--- src/hdl/mvsm_pkg.sv ---
`default_nettype none
package mvsm_pkg;

    localparam int VOICES_DEFAULT        = 4;
    localparam int FRACTION_BITS_DEFAULT = 16;
    localparam int SAMPLE_WORDS_DEFAULT  = 65536;
    localparam int FULL_VOLUME_DEFAULT   = 64;

    localparam int POS_W   = 33;
    localparam int STEP_W  = 32;
    localparam int LEN_W   = 17;
    localparam int START_W = 16;
    localparam int RATE_W  = 17;
    localparam int VOL_W   = 8;
    localparam int DIV_W   = 32;
    localparam int DVS_W   = 17;
    localparam int PROD_W  = 25;
    localparam int ADDR_W  = 3;

    localparam logic [RATE_W-1:0] RATE_RESET = 17'd44100;

    localparam logic [1:0] OP_LOAD  = 2'd0;
    localparam logic [1:0] OP_START = 2'd1;
    localparam logic [1:0] OP_TICK  = 2'd2;
    localparam logic [1:0] OP_STOP  = 2'd3;

    typedef struct packed {
        logic load_wr;
        logic start_apply;
        logic step_wr;
        logic clr;
        logic tick_init;
        logic voice_next;
        logic kill;
        logic ram_rd;
        logic mul;
        logic div_go_step;
        logic scale;
        logic mix;
        logic out_load;
    } mvsm_cmd_t;

    typedef struct packed {
        logic [1:0] op;
        logic       need_div;
        logic       v_active;
        logic       v_done;
        logic       v_last;
        logic       div_done;
        logic       out_free;
    } mvsm_stat_t;

    function automatic logic signed [15:0] sat16(input logic signed [25:0] v);
        if (v > 26'sd32767)
        begin
            return 16'sh7FFF;
        end
        else if (v < -26'sd32768)
        begin
            return 16'sh8000;
        end
        return v[15:0];
    endfunction

endpackage
`default_nettype wire

--- src/hdl/mvsm_ctrl.sv ---
`default_nettype none
module mvsm_ctrl (
    input  wire logic                 clk,
    input  wire logic                 rst_n,
    input  wire logic                 in_valid,
    output      logic                 in_ready,
    input  wire mvsm_pkg::mvsm_stat_t stat,
    output      mvsm_pkg::mvsm_cmd_t  cmd
);
    import mvsm_pkg::*;

    typedef enum logic [3:0] {
        S_IDLE,
        S_DECODE,
        S_SDIV,
        S_VCHK,
        S_VRD,
        S_VSCL,
        S_VMIX,
        S_NEXT,
        S_OUT
    } state_t;

    state_t state_reg, state_next;

    always_comb
    begin
        state_next = state_reg;
        cmd        = '0;
        in_ready   = 1'b0;
        case (state_reg)
            S_IDLE:
            begin
                in_ready = 1'b1;
                if (in_valid)
                begin
                    state_next = S_DECODE;
                end
            end
            S_DECODE:
            begin
                case (stat.op)
                    OP_LOAD:
                    begin
                        cmd.load_wr = 1'b1;
                        state_next  = S_IDLE;
                    end
                    OP_START:
                    begin
                        cmd.start_apply = 1'b1;
                        if (stat.need_div)
                        begin
                            cmd.div_go_step = 1'b1;
                            state_next      = S_SDIV;
                        end
                        else
                        begin
                            state_next = S_IDLE;
                        end
                    end
                    OP_TICK:
                    begin
                        cmd.tick_init = 1'b1;
                        state_next    = S_VCHK;
                    end
                    default:
                    begin
                        cmd.clr    = 1'b1;
                        state_next = S_IDLE;
                    end
                endcase
            end
            S_SDIV:
            begin
                if (stat.div_done)
                begin
                    cmd.step_wr = 1'b1;
                    state_next  = S_IDLE;
                end
            end
            S_VCHK:
            begin
                if (!stat.v_active)
                begin
                    state_next = S_NEXT;
                end
                else if (stat.v_done)
                begin
                    cmd.kill   = 1'b1;
                    state_next = S_NEXT;
                end
                else
                begin
                    cmd.ram_rd = 1'b1;
                    state_next = S_VRD;
                end
            end
            S_VRD:
            begin
                cmd.mul    = 1'b1;
                state_next = S_VSCL;
            end
            S_VSCL:
            begin
                cmd.scale  = 1'b1;
                state_next = S_VMIX;
            end
            S_VMIX:
            begin
                cmd.mix    = 1'b1;
                state_next = S_NEXT;
            end
            S_NEXT:
            begin
                if (stat.v_last)
                begin
                    state_next = S_OUT;
                end
                else
                begin
                    cmd.voice_next = 1'b1;
                    state_next     = S_VCHK;
                end
            end
            S_OUT:
            begin
                if (stat.out_free)
                begin
                    cmd.out_load = 1'b1;
                    state_next   = S_IDLE;
                end
            end
            default:
            begin
                state_next = S_IDLE;
            end
        endcase
    end

    always_ff @(posedge clk or negedge rst_n)
    begin
        if (!rst_n)
        begin
            state_reg <= S_IDLE;
        end
        else
        begin
            state_reg <= state_next;
        end
    end

endmodule
`default_nettype wire

--- config.mk ---
export PLATFORM = sky130hd
export DESIGN_NAME = mvsm_ctrl
export DESIGN_NICKNAME = d
export VERILOG_FILES = /design/src/hdl/mvsm_pkg.sv /design/src/hdl/mvsm_ctrl.sv
export SDC_FILE = /design/constraint.sdc
export NUM_CORES = 1
export LEC_CHECK = 0
export BUFFER_PORTS_ARGS = -buffer_cell sky130_fd_sc_hd__clkbuf_2
export CAP_MARGIN = 10
export CORE_AREA = 10 10 47 49
export CTS_BUF_LIST = sky130_fd_sc_hd__clkbuf_8
export CTS_CLUSTER_DIAMETER = 40
export DETAILED_ROUTE_END_ITERATION = 10
export DIE_AREA = 0 0 57 59
export PLACE_DENSITY = 0.76
export SLEW_MARGIN = 25
export SYNTH_ARGS = -nofsm -noshare
export SYNTH_HDL_FRONTEND = slang
export SYNTH_SLANG_ARGS = --single-unit
--- constraint.sdc ---
create_clock -name clk -period 1.5 [get_ports clk]
set_input_delay 0.225 -clock clk [delete_from_list [all_inputs] [get_ports clk]]
set_output_delay 0.225 -clock clk [all_outputs]
set_load 0.005 [all_outputs]
# ---- Yosys cells after proc, flatten, opt, wreduce, memory -nomap -nowiden
# Index checks and enable logic that the tools add are counted.
# Widths: inputs -> output; s select.
dict set report totals {
  reg_bits 4
  word_cells 50
}
dict set report classes {
  n_reduce_logical 4
  mux 32
  eq_ne 13
}
# cell n
set op_table {}
lappend op_table {{$pmux 4 s9} 1}
lappend op_table {{$mux 4} 5}
lappend op_table {{$mux 1} 19}
lappend op_table {{$eq 4x3->1 const B} 4}
lappend op_table {{$mux 2} 6}
lappend op_table {{$eq 4x2->1 const B} 2}
lappend op_table {{$pmux 4 s2} 1}
lappend op_table {{$ne 2x2->1 const B} 3}
lappend op_table {{$eq 4x1->1 const B} 1}
lappend op_table {{$eq 4x4->1 const B} 1}
lappend op_table {{$logic_not 4->1} 1}
lappend op_table {{$reduce_and 3->1} 1}
lappend op_table {{$reduce_or 3->1} 1}
lappend op_table {{$eq 2x1->1 const B} 1}
lappend op_table {{$eq 2x2->1 const B} 1}
lappend op_table {{$logic_not 2->1} 1}

# ---- Depth between registers and ports, before layout
dict set report logic_depth {
  word_depth 4
  mapped_depth 5
  ltp_nobuf 5
}

# ---- Least setup slack after synthesis
# OpenSTA, ideal clock, no wires.
dict set report synth_timing {
  kind {flip-flop to output port}
  startpoint {register state_reg[2]}
  endpoint {output cmd[3] (netlist name)}
  t_required_ns 1.275
  arrival_time_ns 1.026
  stages_incl_launch_ff 4
  path_slack_ns 0.249
  cell_sequence {dfrtp_1 > buf_6 > nor4b_4 > and3_1}
}
# item line
set synth_lines {}
lappend synth_lines {{from (decl)} mvsm_ctrl.sv:24} ;# state_t state_reg, state_next;
lappend synth_lines {{from (signal assigned)} mvsm_ctrl.sv:148} ;# state_reg <= state_next;
lappend synth_lines {{to (decl)} mvsm_ctrl.sv:8} ;# output mvsm_pkg::mvsm_cmd_t cmd

==> key figures <==
Status
  – Outcome: finished with violations
  – Violated checks: negative setup slack

Clock network
  – Clk pin slew, worst setup/hold paths: 30 ps
  – TritonCTS Buffers: 3
  – H-tree depth: 1
  – CTS root buffer: clkbuf_8
  – Clk sinks: 4
  – CTS tree: yes
  – Clk Latency, worst-skew pair: 220 ps
  – Clock Path Buffers: 2

Layout
  – Layout cell share with drive strength beyond 1: 0.593
  – Leading cell type in the layout, fill and taps excluded: clkbuf_2
  – Max FFs per register: 4
  – Fillers: 127
  – Fin util: 0.558
  – FF+latch area: 104 sq um
  – Multi-input logic area: just under 400 sq um
  – Area grow syn2layout: 54.7%
  – ANT cells: 0
  – Commonest non-fill, non-tap cells in the layout: clkbuf_2, buf_4, buf_2
  – Finished Layout Cells: 107
  – Total Nets Final: 109

Pwr
  – Pleak: 0.000411 uW
  – Max VDD drop: roughly 0.0006 V
  – Pwr Total: around 1300 uW
  – Pwr/cell area: 1600 mW/mm^2

Placed design
  – Dpl hpwl: 1080 um
  – # port buffers: 24
  – Gpl congestion: 0.751
  – Placed insts: 95

STA
  – Slew HR: 0.793
  – Final-report hold violation count: 0
  – Unrepaired setup endpoints after global routing: true
  – Final setup viols: 6
  – Pin slew with the least headroom to its limit: between 300 and 400 ps
  – Post-route setup slack: -38.7 ps
  – Final TNS setup: -118 ps
  – Min Clock Period, post-route: 1540 ps
  – Achievable Freq: 650 MHz
  – Skew final: 2.43 ps
  – Fraction of the cycle the final worst path needs: 1.03
  – Final Max Tran Viols: 0

Yosys
  – EDFF count, synth: 0
  – Sequential share of the synthesized area: 0.198
  – Syn_nets: 73
  – Avg Cell Area, Syn: 8.87 sq um
  – Seq cells post-synth: 4
  – Post-Syn Area: 505 sq um
  – Mapped Cells: 57
  – Ys flop type: dfrtp_1
  – Yosys warnings: 0
  – Async S/R FF share, synth: 1.00
  – Cell variety after synth: 30

Setup path
  – Critical R2R Launch: state_reg[2]
  – Worst r2r path cells: 5
  – Setup slack, reg-to-reg: 30 ps
  – R2R Path End: state_reg[1]
  – Worst Setup End Kind: output port
  – Worst Setup EP: cmd[3]
  – Peak fanout along the critical path: 6
  – Worst path required time: 1270 ps
  – Crit path kind: reg2out
  – Critical path launch point type: register
  – Crit path DAT: 1310 ps
  – CP Launch Point: state_reg[1]

Drt
  – Via count: 544
  – Wire per inst: 14.0 um
  – DR vias/cell: 5.08
  – Drt initial violations: 7
  – WL final: ~1500 um
  – Post-DRT Antenna Nets: 0
  – Pre-Repair DR Iteration Count: 2
  – DRC Markers: 0

Die
  – Die W: 57 um
  – Initial Util: 0.361
  – # IOs: 25
  – Rows: 14
  – Die height: 59 um
  – Die ar.: 0.00336 sq mm
  – Core Footprint: 0.00140 sq mm

GRT
  – GRT Util Overall: 0.0881
  – Vias in the first global route: 590
  – Met2 usage in global routing: 0.150
  – M1 GR Usage: 0.0792
  – Met3 Use GR: 0.0386
  – Most used routing layer: met2
  – Antenna violations before repair: 0
  – Overflow after GRT: 0
  – First-pass GRT wire length: between 2000 and 2500 um
  – Largest net degree at the start of global routing: 12

Min path
  – Worst Hold Class: in2reg

Job
  – Max cap viols: 0
==> repair_timing <==
item,4_1_cts,5_1_grt
hold buffers,1,0
endpoints found under the hold margin,4,0
pin swaps,6,8
gates resized for setup,6,16
setup buffers,7,1
endpoints found under the setup margin,12,13
==> layer usage <==
layer / vias to the layer above / wire length (um)
met3: 4 / 116
met2: 21 / 768
met5: - / 0
li1: 268 / -
met4: 0 / 35
met1: 251 / 572
==> synth_stat cells (3+ instances only) <==
cell type / instances / area, sq um
ha_1: 5 / 62.6
inv_1: 3 / 11.3
and3_1: 3 / 18.8
dfrtp_1: 4 / 100
buf_6: 3 / 33.8
nor2_1: 4 / 15.0
nor3_1: 4 / 20.0
nand2_1: 6 / 22.5
and2_1: 4 / 25.0
==> worst max-delay path, cell delays in order (launching register included) <==
cell and delay, ps:
dfrtp_2 420, nor4b_4 370, and3_1 200, buf_2 110
==> worst min-delay path by stage <==
stage	slack, ps	end	startpoint	cells after the start
5_1_grt	230	state_reg[3]	stat[0]	2
3_5_place_dp	40	state_reg[1]	rst_n	1
4_1_cts	220	state_reg[3]	stat[0]	2
3_3_place_gp	30	state_reg[2]	rst_n	1
2_1_floorplan	-70	state_reg[0]	rst_n	0
6_report	220	state_reg[3]	stat[0]	2
==> where the power goes <==
group	internal, uW	leakage [uW]	switching [uW]	total, uW
sequential	160	0.0000467	54.5	215
combinational	402	0.000343	403	804
clock	172	0.0000216	61.6	233
total	733	0.000411	519	1250
==> cell families after synthesis <==
kind of cell / after synthesis / share of synthesized area
xor+xnor: 1 / 0.0173
fa+ha+maj: 5 / 0.124
compound gates: 8 / 0.144
flops: 4 / 0.198
buf+inv: 7 / 0.116
simple gates: 32 / 0.401
==> layout make-up <==
class / instances / area share
Tap cell: 16 / 0.0256
Sequential cell: 4 / 0.133
Multi-Input combinational cell: 46 / 0.499
Timing Repair Buffer: 35 / 0.275
Inverter: 3 / 0.0144
Clock buffer: 3 / 0.0528
==> through the flow <==
| step | cell area, sq um | hold WS, ps | setup slack (ps) |
|---|---|---|---|
| floorplan | 505 | -70.6 | 249 |
| global placement | 613 | 32.3 | 146 |
| detailed placement | 613 | 35.6 | 102 |
| CTS | 739 | 223 | -75.0 |
| global route | 782 | 232 | -145 |
| finish | 782 | 225 | -38.7 |
(Power assumes the default switching activity.)
